**config.mk**
```make
export PLATFORM = sky130hd
export DESIGN_NAME = vsf_ctrl
export DESIGN_NICKNAME = d
export VERILOG_FILES = /design/src/vsf_pkg.sv /design/src/vsf_ctrl.sv
export SDC_FILE = /design/constraint.sdc
export NUM_CORES = 1
export LEC_CHECK = 0
export ABC_AREA = 1
export BUFFER_PORTS_ARGS = -buffer_cell sky130_fd_sc_hd__buf_2
export CAP_MARGIN = 20
export CELL_PAD_IN_SITES_DETAIL_PLACEMENT = 2
export CELL_PAD_IN_SITES_GLOBAL_PLACEMENT = 2
export CORE_ASPECT_RATIO = 0.6
export CORE_MARGIN = 2
export CORE_UTILIZATION = 23
export DETAILED_ROUTE_END_ITERATION = 16
export GPL_TIMING_DRIVEN = 0
export PLACE_DENSITY = 0.71
export SETUP_SLACK_MARGIN = 0.15
export SKIP_LAST_GASP = 1
export SLEW_MARGIN = 10
export SYNTH_ARGS = -nofsm -noshare
export SYNTH_HDL_FRONTEND = slang
export SYNTH_SLANG_ARGS = --single-unit
```
**constraint.sdc**
```tcl
create_clock -name clk -period 1.3 [get_ports clk]
set_input_delay 0.26 -clock clk [delete_from_list [all_inputs] [get_ports clk]]
set_output_delay 0.26 -clock clk [all_outputs]
set_load 0.02 [all_outputs]
```
**src/vsf_pkg.sv**
```systemverilog
`default_nettype none

package vsf_pkg;

  localparam int SAMPLE_BITS = 16;
  localparam int COEF_BITS   = 20;
  localparam int COEF_FRAC   = 16;

  // The average quotient never exceeds one more bit than a sample.
  localparam int DIV_STEPS = SAMPLE_BITS + 1;
  localparam int STEP_BITS = $clog2(DIV_STEPS);

  localparam int TERM_BITS = 3;
  localparam int NUM_TERMS = 5;
  localparam logic [TERM_BITS-1:0] TERM_B0 = 3'd0;
  localparam logic [TERM_BITS-1:0] TERM_B1 = 3'd1;
  localparam logic [TERM_BITS-1:0] TERM_B2 = 3'd2;
  localparam logic [TERM_BITS-1:0] TERM_A1 = 3'd3;
  localparam logic [TERM_BITS-1:0] TERM_A2 = 3'd4;

  localparam logic [1:0] MODE_PASS    = 2'd0;
  localparam logic [1:0] MODE_AVERAGE = 2'd1;
  localparam logic [1:0] MODE_BIQUAD  = 2'd2;
  localparam logic [1:0] MODE_SPARE   = 2'd3;

  localparam logic CMD_SAMPLE = 1'b0;
  localparam logic CMD_CLEAR  = 1'b1;

  localparam int REG_INDEX_BITS = 3;
  localparam logic [REG_INDEX_BITS-1:0] REG_OP_MODE   = 3'd0;
  localparam logic [REG_INDEX_BITS-1:0] REG_SMOOTHING = 3'd1;
  localparam logic [REG_INDEX_BITS-1:0] REG_COEF_B0   = 3'd2;
  localparam logic [REG_INDEX_BITS-1:0] REG_COEF_B1   = 3'd3;
  localparam logic [REG_INDEX_BITS-1:0] REG_COEF_B2   = 3'd4;
  localparam logic [REG_INDEX_BITS-1:0] REG_COEF_A1   = 3'd5;
  localparam logic [REG_INDEX_BITS-1:0] REG_COEF_A2   = 3'd6;

  typedef struct packed {
    logic        [1:0]           op_mode;
    logic        [7:0]           smoothing_length_minus_one;
    logic signed [COEF_BITS-1:0] coef_b0;
    logic signed [COEF_BITS-1:0] coef_b1;
    logic signed [COEF_BITS-1:0] coef_b2;
    logic signed [COEF_BITS-1:0] coef_a1;
    logic signed [COEF_BITS-1:0] coef_a2;
  } cfg_regs_t;

  typedef struct packed {
    logic                 load;
    logic                 clear_hist;
    logic                 restart;
    logic                 ring_rd;
    logic                 evict;
    logic                 ma_add;
    logic                 div_init;
    logic                 div_step;
    logic                 mul;
    logic                 acc;
    logic [TERM_BITS-1:0] term;
    logic                 res_pass;
    logic                 res_div;
    logic                 res_bq;
    logic                 out_load;
  } ctrl_cmd_t;

  typedef struct packed {
    logic evict_needed;
    logic out_busy;
  } dp_status_t;

endpackage

`default_nettype wire

```
**src/vsf_ctrl.sv**
```systemverilog
`default_nettype none

module vsf_ctrl (
  input  wire logic                clk,
  input  wire logic                rst,
  input  wire logic                in_valid,
  input  wire logic                command,
  input  wire logic                first_of_buffer,
  input  wire logic [1:0]          op_mode,
  input  wire vsf_pkg::dp_status_t status,
  output logic                     in_ready,
  output vsf_pkg::ctrl_cmd_t       cmd
);

  localparam int SW = vsf_pkg::STEP_BITS;

  localparam logic [3:0] S_IDLE     = 4'd0;
  localparam logic [3:0] S_PASS     = 4'd1;
  localparam logic [3:0] S_MA_CHK   = 4'd2;
  localparam logic [3:0] S_MA_EVICT = 4'd3;
  localparam logic [3:0] S_MA_ADD   = 4'd4;
  localparam logic [3:0] S_DIV_INIT = 4'd5;
  localparam logic [3:0] S_DIV      = 4'd6;
  localparam logic [3:0] S_DIV_FIN  = 4'd7;
  localparam logic [3:0] S_BQ_MUL   = 4'd8;
  localparam logic [3:0] S_BQ_ACC   = 4'd9;
  localparam logic [3:0] S_BQ_FIN   = 4'd10;
  localparam logic [3:0] S_OUT      = 4'd11;

  logic [3:0]    state;
  logic [3:0]    state_next;
  logic [SW-1:0] step;
  logic [SW-1:0] step_next;
  logic          accept;

  assign in_ready = (state == S_IDLE);
  assign accept   = in_valid && in_ready;

  always_comb begin
    cmd        = '0;
    state_next = state;
    step_next  = step;
    cmd.term   = step[vsf_pkg::TERM_BITS-1:0];
    unique case (state)
      S_IDLE: begin
        if (accept) begin
          if (command == vsf_pkg::CMD_CLEAR) begin
            cmd.clear_hist = 1'b1;
          end else begin
            cmd.load    = 1'b1;
            cmd.restart = first_of_buffer;
            if (op_mode == vsf_pkg::MODE_AVERAGE) begin
              state_next = S_MA_CHK;
            end else if (op_mode == vsf_pkg::MODE_BIQUAD) begin
              state_next = S_BQ_MUL;
              step_next  = '0;
            end else begin
              state_next = S_PASS;
            end
          end
        end
      end
      S_PASS: begin
        cmd.res_pass = 1'b1;
        state_next   = S_OUT;
      end
      S_MA_CHK: begin
        // Evict one old sample per pass until there is room for the new one.
        if (status.evict_needed) begin
          cmd.ring_rd = 1'b1;
          state_next  = S_MA_EVICT;
        end else begin
          state_next = S_MA_ADD;
        end
      end
      S_MA_EVICT: begin
        cmd.evict  = 1'b1;
        state_next = S_MA_CHK;
      end
      S_MA_ADD: begin
        cmd.ma_add = 1'b1;
        state_next = S_DIV_INIT;
      end
      S_DIV_INIT: begin
        cmd.div_init = 1'b1;
        step_next    = '0;
        state_next   = S_DIV;
      end
      S_DIV: begin
        cmd.div_step = 1'b1;
        if (step == SW'(vsf_pkg::DIV_STEPS - 1)) begin
          state_next = S_DIV_FIN;
        end else begin
          step_next = step + SW'(1);
        end
      end
      S_DIV_FIN: begin
        cmd.res_div = 1'b1;
        state_next  = S_OUT;
      end
      S_BQ_MUL: begin
        cmd.mul    = 1'b1;
        state_next = S_BQ_ACC;
      end
      S_BQ_ACC: begin
        cmd.acc = 1'b1;
        if (step == SW'(vsf_pkg::NUM_TERMS - 1)) begin
          state_next = S_BQ_FIN;
        end else begin
          step_next  = step + SW'(1);
          state_next = S_BQ_MUL;
        end
      end
      S_BQ_FIN: begin
        cmd.res_bq = 1'b1;
        state_next = S_OUT;
      end
      S_OUT: begin
        if (!status.out_busy) begin
          cmd.out_load = 1'b1;
          state_next   = S_IDLE;
        end
      end
      default: begin
        state_next = S_IDLE;
      end
    endcase
  end

  always_ff @(posedge clk) begin
    if (rst) begin
      state <= S_IDLE;
      step  <= '0;
    end else begin
      state <= state_next;
      step  <= step_next;
    end
  end

  a_no_overwrite: assert property (@(posedge clk) disable iff (rst)
    cmd.out_load |-> !status.out_busy)
    else $error("result word loaded over a stalled word");

  a_div_ends: assert property (@(posedge clk) disable iff (rst)
    (state == S_DIV) && (step == SW'(vsf_pkg::DIV_STEPS - 1)) |=> (state == S_DIV_FIN))
    else $error("divider did not finish after its last step");

  a_clear_no_result: assert property (@(posedge clk) disable iff (rst)
    accept && (command == vsf_pkg::CMD_CLEAR) |=> (state == S_IDLE) && !cmd.out_load)
    else $error("clear command started work");

endmodule

`default_nettype wire

```
### Yosys cells after proc, flatten, opt, wreduce, memory -nomap -nowiden

Index checks and enable logic that the tools add are counted.

| word-level totals | value |
|---|---|
| RAM bits | 0 |
| bits in registers | 9 |
| input port bits | 9 |
| logic and storage cells | 66 |
| bits in latches | 0 |
| bits in read-only memories | 0 |
| memories kept | 0 |
| output and inout port bits | 18 |

| operators by class | value |
|---|---|
| add/subtract/negate cells | 1 |
| equal/unequal tests | 23 |
| div/mod/pow operators | 0 |
| shifts and indexed selects | 0 |
| reductions and logical operators | 6 |
| multipliers | 0 |
| bitwise logic cells | 0 |
| muxes and demuxes | 34 |
| $lt $le $gt $ge | 0 |

Operators by type and width:

| kind | count |
|---|---|
| 4-bit one-hot mux with 10 select lines | 1 |
| 5-bit two-way mux | 6 |
| 4-bit two-way mux | 6 |
| 5-bit one-hot mux with 4 select lines | 1 |
| 4-bit by 3-bit equality test with 1-bit output (second input constant) | 4 |
| 4-bit equality test (second input constant) | 4 |
| 1-bit two-way mux | 16 |
| 2-bit != test (second input constant) | 6 |
| 3-bit two-way mux | 3 |
| 4-bit by 2-bit equality test with 1-bit output (second input constant) | 2 |
| 7-bit AND reduction | 1 |
| 5-bit by 1-bit adder with 5-bit output (second input constant) | 1 |
| 5-bit by 3-bit equality test with 1-bit output (second input constant) | 1 |
| 5-bit equality test (second input constant) | 1 |
| 4-bit by 1-bit equality test with 1-bit output (second input constant) | 1 |
| 4-bit zero test | 1 |
| 2-bit by 1-bit != test with 1-bit output (second input constant) | 2 |
| 4-bit AND reduction | 1 |
| 4-bit nonzero test | 1 |
| 3-bit OR reduction | 1 |
| 2-bit by 1-bit equality test with 1-bit output (second input constant) | 1 |
| 2-bit equality test (second input constant) | 1 |
| 2-bit two-way mux | 1 |
| 1-bit logical AND | 1 |

### Depth between registers and ports, before layout

Gate-level depths: netlist (run 1).

| depth | value |
|---|---|
| depth after elaboration | 6 |
| gate-level depth with buffers | 11 |
| depth with buffers taken out | 11 |

### Least setup slack after synthesis (run 1)

No wires, ideal clock.

| path | value |
|---|---|
| kind | flip-flop to output port |
| from | register state[3] |
| to | output port cmd[14] in the netlist's numbering |
| setup slack | -0.158 ns |
| buffers on the path | 0 |
| cell stages (with the launch flop) | 4 |
| required time | 1.040 ns |
| data arrival time | 1.198 ns |
| cell sequence | dfxtp_1 -> nor2_1 -> nand2_2 -> nor3b_1 |

RTL lines:

| what | line | source |
|---|---|---|
| start: declaration | vsf_ctrl.sv:30 | `logic [3:0] state;` |
| start signal: assignment | vsf_ctrl.sv:135 | `state <= state_next;` |
| end: declaration | vsf_ctrl.sv:12 | `output vsf_pkg::ctrl_cmd_t cmd` |

==> results of run 1 <==
## cell type report
cell class              count  area share (%)
plain buffers               5            2.14
repair buffers             62            27.1
flip-flops and latches      9            9.91
inverters                  31            6.94
multi-input cells         126            48.2
clock buffers               4            2.14
well taps                  60            3.56
## worst paths after layout
check | endpoint | slack [ns] | depth (start not counted)
setup reg to reg | state[1] | -0.27 | 9
hold / removal | state[0] | 0.39 | 3
hold reg to reg | step[4] | 0.57 | 2
setup / recovery | cmd[13] | -0.28 | 6
## sequential cells by signal (all words and copies together) (netlist names)
register  count
step          5
state         4
## worst min-delay path, stage by stage
cell and delay, ns:
buf_2 0.14, nand3_4 0.13, a21oi_2 0.06
## Yosys cell counts, drive strengths merged
master	n	area, sq um
inv	31	119
nand4	2	12.5
nor3	2	10.0
buf	5	31.3
nor3b	1	7.51
nor2	33	149
nand2	56	241
dfxtp	9	180
nand3	17	97.6
o311ai	1	8.76
ha	5	62.6
o21ai	1	5.00
xnor2	1	8.76
a21oi	7	35.0
## cells by family (layout without fill, tap and decap cells)
logic type | Yosys count | after routing | synth area share [%]
simple gates | 111 | 111 | 53.5
buf+inv | 36 | 102 | 15.5
compound gates | 9 | 9 | 5.04
flops | 9 | 9 | 18.6
fa+ha+maj | 5 | 5 | 6.46
xor+xnor | 1 | 1 | 0.905
## what timing repair did
action	4_1_cts	5_1_grt
setup buffers	16	20
resized for setup	77	69
setup endpoints to repair	25	26
cloned	0	1
pin swaps	20	22
## where the power goes
| group | leakage (nW) | internal [mW] | switching [mW] |
|---|---|---|---|
| clock | 0.0228 | 0.215 | 0.129 |
| combinational | 0.897 | 1.74 | 2.34 |
| sequential | 0.0794 | 0.365 | 0.167 |
## per-layer routing
| layer | vias to the layer above | routed length, um | share of wire (%) |
|---|---|---|---|
| li1 | 647 | - | - |
| met1 | 730 | 3280 | 46 |
| met2 | 39 | 3550 | 49 |
| met3 | 8 | 300 | 4.2 |
| met4 | 0 | 60 | 0.83 |
| met5 | - | 0 | 0 |
## through the flow
stage / std cells / setup slack, ns
after floorplan: 171 / 0.0567
after global placement: 256 / -0.152
after detailed placement: 256 / -0.196
after CTS: 276 / -0.206
after global routing: 297 / -0.349
final: 297 / -0.285
==> metrics.csv, run 1 <==
stage,metric,value,unit
critical_path,CP required,1.04,ns
sta,Tcrit/Tclk final,122,%
clocking,CTS tree,done,
outcome,status,"complete, but fails checks",
critical_path,Worst EP arrival,1.32,ns
global_route,GR peak layer,met2,
sta,FMAX,0.631,GHz
yosys,Avg Inst Size Synth,5.66,sq um
critical_path,Setup crit start,state[0],
floorplan,Chip Width,87.8,um
yosys,Synth Instances,171,
yosys,Synth Cell Area,968,sq um
sta,"Slew Viols, Final",0,
sta,final setup fails,24,
critical_path,Critical Path Fanout Max,6,
power,Worst VDD drop,1830,uV
final_layout,most frequent cells in the layout,"buf_6 (27), buf_4 (27), nand2_1 (24), nand2_2 (22), nor2_4 (17)",
critical_path,worst stage delay on the critical path,0.39,ns
sta,Final min period,1.58,ns
clocking,Clock Sinks,9,
sta,Setup Total Neg Slack,-4.93,ns
yosys,synth warn,0,
global_route,vias in the first global route,1458,
clocking,hold-fix buffers at CTS,0,
final_layout,synthesis-to-layout area growth,118,%
route,mean number of vias per cell,4.79,
sta,slew at the pin with the worst max-slew slack,0.548,ns
critical_path,worst path cell trace,inv_4 > nand2_2 > nor2_2 > nand2_1 > inv_2 > buf_4,
final_layout,share of cells above drive strength 1,71.7,%
route,DRT Wirelength,7190,um
clocking,clock transition at the registers of the reported paths,0.05,ns
placement,HPWL Detailed,3110,um
global_route,pin count of the biggest net entering global routing,10,
global_route,met2 Usage GRT,39.6,%
final_layout,Fillers,442,
critical_path,Slowest cell on crit path,dfxtp_4,
floorplan,die area,0.00476,sq mm
flow_run,Max Cap Viol,0,
floorplan,number of core rows,18,
placement,RePlAce Congestion,0.822,
clocking,TritonCTS buffer count,3,
clocking,H-tree levels,1,
route,DRT iter0 DRCs,89,
floorplan,Die Y,54.3,um
placement,Port Buffers,25,
final_layout,multi-input logic area,0.00102,sq mm
floorplan,Ports,27,
power,power density over the cells,2350,mW/mm^2
critical_path,worst path bufs/invs,3,
sta,RSZ-0062 raised after global routing,yes,
sta,WHS,0.389,ns
critical_path,Crit path max-delay family,flip-flops,
power,total power,4.95,mW
final_layout,post-route design area,0.00211,sq mm
clocking,CTS root buf,clkbuf_8,
yosys,sequential fraction of the synthesis area,18.6,%
worst_hold_path,worst hold path startpoint,status[0],
critical_path,r2r startpoint,state[1],
final_layout,antenna cells,0,
floorplan,Initial Utilization,23.8,%
global_route,all-layer global routing usage,22.5,%
final_layout,fin util,51.7,%
yosys,number of distinct library cells after synthesis,24,
global_route,global-route met3 utilization,2.41,%
global_route,initial antenna violation count,0,
placement,DP Area,0.00126,sq mm
sta,Setup Skew,0.00407,ns
sta,Final Hold Viols,0,
route,DRC Markers,0,
global_route,M1 GR Usage,29.6,%
clocking,clk_lat worst skew,0.24,ns
critical_path,critical path endpoint category,primary output,
global_route,first-pass GRT wire length,7850,um
power,leakage,0.999,nW
sta,Final WS setup,-0.285,ns
yosys,Syn Nets,185,
final_layout,Layout Nets,252,
global_route,GRT Residual Overflow,0,
critical_path,crit path kind,flip-flop to primary output,
critical_path,CP Launch Type,flip-flop,
yosys,#FFs+latches synth,9,
floorplan,core box area,0.00408,sq mm
route,Initial DRT Pass Iterations,4,
outcome,failing checks,negative setup slack,
route,Routed WL per cell,24.2,um
worst_hold_path,worst min-delay path category,input pin to flip-flop,
final_layout,Reg area,209,sq um
sta,Max-slew headroom,63.5,%
route,DR vias,1424,
clocking,Max Root-Sink Buffers,2,
route,post-route antenna net violation count,0,
Power figures use the tool's default switching activity.
==> run 2, diff against run 1 <==
CELL_PAD_IN_SITES_DETAIL_PLACEMENT = 0   (was 2)
CELL_PAD_IN_SITES_GLOBAL_PLACEMENT = 1   (was 2)
CORE_UTILIZATION = 30   (was 23)
PLACE_DENSITY = 0.7   (was 0.71)
==> metrics.csv, run 2 (synthesis results as in run 1) <==
stage,metric,value,unit,change
sta,Final Hold Viols,0,,unchanged
global_route,pin count of the biggest net entering global routing,10,,unchanged
global_route,first-pass GRT wire length,4470,um,-43%
final_layout,largest register by flop count,step,,
placement,Placed Cells,238,,-7.0%
critical_path,CP required,1.04,ns,about the same
floorplan,Ports,27,,unchanged
floorplan,die area,0.00371,sq mm,-22%
placement,Port Buffers,25,,unchanged
final_layout,"commonest non-fill, non-tap cell in the layout",nand2_1,,
route,WL met1,1650,um,-50%
final_layout,Top Registers,"step x5, state x4",,
critical_path,worst path bufs/invs,1,,-2
power,Clock power frac,8.6,%,+1.6 points
clocking,hold-fix buffers at CTS,0,,unchanged
outcome,failing checks,negative setup slack,,
sta,"Slew Viols, Final",0,,unchanged
clocking,clk_lat worst skew,0.22,ns,-0.02 ns
critical_path,Slowest cell on crit path,dfxtp_4,,
critical_path,Crit path max-delay family,simple AND/OR/NAND/NOR gates,,
critical_path,Critical Path Fanout Max,5,,-1
sta,Setup Skew,0.00295,ns,-0.00112 ns
power,leakage,0.864,nW,-14%
sta,Max-slew headroom,71.5,%,+8.0 points
power,power density over the cells,2060,mW/mm^2,-12%
flow_run,Max Cap Viol,0,,unchanged
critical_path,worst path cell trace,nor2_4 > nand2_4 > nor3b_2 > buf_4,,
clocking,Max Root-Sink Buffers,2,,unchanged
route,mean number of vias per cell,4.72,,-1.5%
clocking,Clock Sinks,9,,unchanged
final_layout,synthesis-to-layout area growth,79.8,%,
power,Logic pwr share,77.2,%,-5.1 points
floorplan,Initial Utilization,32.7,%,+8.9 points
route,post-route antenna net violation count,0,,unchanged
global_route,initial antenna violation count,0,,unchanged
critical_path,CP Capture Point,cmd[14],,
sta,FMAX,0.681,GHz,+8.0%
clocking,CTS tree,done,,
global_route,GRT Residual Overflow,0,,unchanged
placement,HPWL Detailed,2250,um,-28%
floorplan,number of core rows,15,,-3
sta,Tcrit/Tclk final,113,%,-9.0 points
sta,Setup Total Neg Slack,-2.38,ns,+2.54 ns
sta,Final WS setup,-0.168,ns,+0.117 ns
critical_path,R2R setup slack,-0.15,ns,+0.12 ns
final_layout,most frequent cells in the layout,"nand2_1 (34), inv_1 (19), buf_4 (17), nand2_2 (14)",,
sta,Final min period,1.47,ns,-0.117 ns
clocking,CTS root buf,clkbuf_8,,
placement,RePlAce Congestion,0.871,,+5.9%
floorplan,Chip Width,77.4,um,-12%
sta,final setup fails,23,,-4.2%
route,DR vias,1218,,-14%
route,DRT iter0 DRCs,82,,-7.9%
route,met3 routed WL,172,um,-43%
power,Worst VDD drop,1220,uV,-33%
final_layout,antenna cells,0,,unchanged
critical_path,critical path endpoint category,primary output,,
critical_path,CP Launch Type,flip-flop,,
route,Routed WL per cell,12.4,um,-49%
global_route,all-layer global routing usage,15.6,%,-7.0 points
final_layout,share of cells above drive strength 1,56.0,%,-16 points
route,DRC Markers,0,,unchanged
clocking,clock transition at the registers of the reported paths,0.04,ns,about the same
clocking,H-tree levels,1,,unchanged
power,Flop pwr share,14.2,%,+3.5 points
sta,RSZ-0062 raised after global routing,yes,,
floorplan,core box area,0.00297,sq mm,-27%
final_layout,Layout Nets,231,,-8.3%
floorplan,Die Y,48.0,um,-12%
placement,dpl ws,-0.145,ns,+0.0514 ns
route,Initial DRT Pass Iterations,4,,unchanged
clocking,TritonCTS buffer count,3,,unchanged
route,DRT Wirelength,3190,um,-56%
critical_path,RR Endpoint,step[3],,
critical_path,number of stages on the worst setup path,4,,-2
power,Sw Ratio,50.7,%,-2.5 points
power,net switching power,1.82,mW,-31%
critical_path,r2r startpoint,state[2],,
final_layout,Non-Filler Instances,258,,-13%
critical_path,crit path kind,flip-flop to primary output,,
route,met2 WL post-DR,1370,um,-61%
critical_path,worst stage delay on the critical path,0.38,ns,about the same
critical_path,Worst EP arrival,1.21,ns,-0.11 ns
sta,slew at the pin with the worst max-slew slack,0.428,ns,-0.120 ns
power,Internal,1.77,mW,-24%
route,top sig layer,met3,,
critical_path,R2R cell count,9,,unchanged
outcome,status,"complete, but fails checks",,
global_route,vias in the first global route,924,,-37%
worst_hold_path,worst min-delay path category,input pin to flip-flop,,
critical_path,Setup crit start,state[3],,
final_layout,max FFs per register,5,,unchanged
run 2: worst min-delay path by stage:
stage	start	end	slack (ns)	cells past startpoint
4_1_cts	rst	step[1]	0.40	2
3_5_place_dp	state[1]	state[1]	0.53	2
5_1_grt	status[1]	state[2]	0.41	4
6_report	status[1]	state[2]	0.39	4
3_3_place_gp	state[1]	state[1]	0.53	2
2_1_floorplan	status[0]	state[0]	0.48	2
run 2: layer usage:
layer / global-route usage, % / up-vias
li1: - / 617
met1: 25.1 / 568
met2: 22.4 / 33
met3: 1.32 / 0
met4: 2.14 / 0
met5: 0 / -
run 2: area by class of cell:
class                      instances  area, sq um
tap                               42         52.6
clock buffer                       4         45.0
inverter                          31          144
buffer                             5         33.8
multi-input combinational        126          881
fill                             263         1220
sequential                         9          204
timing repair buffer              41          382
run 2: what timing repair did:
item | CTS | global route
setup endpoints to repair | 24 | 24
setup buffers | 4 | 12
endpoints found under the hold margin | 0 | 0
resized for setup | 38 | 50
pin swaps | 7 | 10
run 2: power by group through the flow:
stage	logic, mW	registers, mW	clock network, mW
after floorplan	1.39	0.444	0
after global placement	1.77	0.470	0
after detailed placement	1.76	0.471	0
after CTS	2.20	0.517	0.313
after global routing	3.00	0.512	0.333
final	2.77	0.509	0.309
run 2: metrics by stage:
step | utilization [%] | instance area, sq um | hold slack (ns) | total power [mW]
2_1_floorplan | - | 1060 | 0.482 | 1.84
3_3_place_gp | 41.8 | 1240 | 0.529 | 2.24
4_1_cts | 48.9 | 1450 | 0.404 | 3.03
5_1_grt | 58.7 | 1740 | 0.415 | 3.84
3_5_place_dp | 41.8 | 1240 | 0.529 | 2.23
6_report | 58.7 | 1740 | 0.386 | 3.59
run 2: worst min-delay path, cell delays in order:
cell	delay, ns
buf_2	0.11
o311ai_2	0.11
nand2_1	0.06
inv_1	0.04
==> run 3, diff against run 2 <==
CAP_MARGIN = 15   (was 20)
TNS_END_PERCENT = 1   (was unset)
==> metrics.csv, run 3 (synthesis results as in run 1) <==
stage,metric,value,unit,change
sta,final setup fails,23,,unchanged
global_route,pin count of the biggest net entering global routing,10,,unchanged
clocking,clk_lat worst skew,0.23,ns,about the same
sta,Max-slew headroom,76.7,%,+5.2 points
sta,WHS,0.363,ns,-0.0236 ns
worst_hold_path,worst min-delay path category,input pin to flip-flop,,
outcome,status,"complete, but fails checks",,
power,leakage,0.723,nW,-16%
critical_path,crit path kind,flip-flop to primary output,,
floorplan,Ports,27,,unchanged
final_layout,antenna cells,0,,unchanged
floorplan,die area,0.00371,sq mm,unchanged
final_layout,max FFs per register,5,,unchanged
final_layout,"commonest non-fill, non-tap cell in the layout",nand2_1,,
sta,Final WS setup,-0.159,ns,+0.00911 ns
route,post-route antenna net violation count,0,,unchanged
global_route,vias in the first global route,917,,-0.76%
sta,Setup Skew,0.00129,ns,-0.00166 ns
sta,FMAX,0.686,GHz,+0.62%
final_layout,multi-input logic area,746,sq um,-15%
floorplan,core box area,0.00297,sq mm,unchanged
floorplan,Die Y,48.0,um,unchanged
clocking,CTS tree,done,,
power,power density over the cells,2020,mW/mm^2,-2.0%
critical_path,critical path endpoint category,primary output,,
placement,HPWL Detailed,2340,um,+4.1%
clocking,clock transition at the registers of the reported paths,0.04,ns,about the same
final_layout,Top Registers,"step x5, state x4",,
final_layout,Fillers,338,,+29%
route,met2 WL post-DR,987,um,-28%
route,Initial DRT Pass Iterations,4,,unchanged
final_layout,synthesis-to-layout area growth,38.5,%,
final_layout,largest register by flop count,step,,
sta,"Slew Viols, Final",0,,unchanged
critical_path,CP required,1.04,ns,about the same
sta,slew at the pin with the worst max-slew slack,0.346,ns,-0.0820 ns
clocking,Max Root-Sink Buffers,2,,unchanged
floorplan,Chip Width,77.4,um,unchanged
clocking,Clock Sinks,9,,unchanged
global_route,GRT Residual Overflow,0,,unchanged
global_route,all-layer global routing usage,15.7,%,+0.14 points
worst_hold_path,worst hold path startpoint,rst,,
route,top sig layer,met4,,
final_layout,most frequent cells in the layout,"nand2_1 (47), buf_2 (24), inv_1 (22), nor2_1 (19), nand3_1 (14)",,
clocking,CTS root buf,clkbuf_8,,
global_route,initial antenna violation count,0,,unchanged
final_layout,Reg area,200,sq um,-1.8%
placement,RePlAce Congestion,0.863,,-0.91%
route,DRC Markers,0,,unchanged
route,DR vias,1104,,-9.4%
floorplan,Initial Utilization,32.7,%,unchanged
sta,Tcrit/Tclk final,112,%,-0.70 points
route,WL met1,1570,um,-5.0%
placement,Port Buffers,25,,unchanged
power,Worst VDD drop,1040,uV,-14%
clocking,hold-fix buffers at CTS,0,,unchanged
floorplan,number of core rows,15,,unchanged
critical_path,Worst EP arrival,1.20,ns,about the same
final_layout,Layout Nets,217,,-6.1%
critical_path,Setup crit start,state[3],,
final_layout,share of cells above drive strength 1,39.1,%,-17 points
route,DRT Wirelength,2730,um,-14%
global_route,first-pass GRT wire length,4400,um,-1.7%
route,Routed WL per cell,11.2,um,-9.4%
flow_run,Max Cap Viol,0,,unchanged
critical_path,r2r startpoint,step[1],,
route,met3 routed WL,169,um,-1.7%
power,total power,2.71,mW,-25%
sta,Setup Total Neg Slack,-2.30,ns,+0.0852 ns
route,DRT iter0 DRCs,42,,-49%
critical_path,Critical Path Fanout Max,4,,-1
clocking,TritonCTS buffer count,3,,unchanged
sta,RSZ-0062 raised after global routing,yes,,
sta,Final Hold Viols,0,,unchanged
critical_path,CP Launch Type,flip-flop,,
sta,Final min period,1.46,ns,-0.00911 ns
outcome,failing checks,negative setup slack,,
route,mean number of vias per cell,4.52,,-4.2%
clocking,H-tree levels,1,,unchanged
[run 3: stage by stage]
step / setup WS, ns / util (%) / instance area, sq um / std cells
final: -0.159 / 45.2 / 1340 / 244
after detailed placement: -0.135 / 41.0 / 1220 / 238
after global routing: -0.216 / 45.2 / 1340 / 244
after CTS: -0.164 / 44.2 / 1310 / 244
after global placement: -0.115 / 41.0 / 1220 / 238
after floorplan: 0.0567 / - / 1040 / 171
[run 3: layout make-up]
| class | count | share of cell area [%] |
|---|---|---|
| multi-input cells | 126 | 55.6 |
| repair buffers | 27 | 10.8 |
| flip-flops and latches | 9 | 14.9 |
| plain buffers | 5 | 2.33 |
| clock buffers | 4 | 3.36 |
| well taps | 42 | 3.92 |
| inverters | 31 | 9.05 |
[run 3: power breakdown]
group / internal [mW] / leakage [nW] / total [mW] / switching, mW
Clock: 0.213 / 0.0228 / 0.319 / 0.106
Sequential: 0.363 / 0.0772 / 0.501 / 0.138
Combinational: 0.648 / 0.623 / 1.89 / 1.24
Total: 1.22 / 0.723 / 2.71 / 1.49
[run 3: path summary, 6_finish.rpt]
kind | to | slack [ns] | cells after the start
worst max-delay path | cmd[10] | -0.16 | 4
worst min register to register | state[1] | 0.54 | 2
worst max register to register | state[0] | -0.10 | 10
worst min-delay path | step[1] | 0.36 | 2
[run 3: routing by layer]
| layer | vias up | global-route usage (%) |
|---|---|---|
| met1 | 491 | 25.4 |
| met5 | - | 0 |
| met2 | 29 | 20.2 |
| li1 | 582 | - |
| met3 | 2 | 1.70 |
| met4 | 0 | 6.43 |
[run 3: what timing repair did]
item	in CTS	in global routing
endpoints found under the hold margin	0	0
pin swaps	2	3
buffers inserted	2	0
setup endpoints to repair	24	26
resized for setup	10	10
[run 3: worst max-delay path: stages (launching register included)]
cell,delay (ns)
dfxtp_2,0.35
inv_2,0.11
nand2_2,0.14
nor2_4,0.18
buf_2,0.18
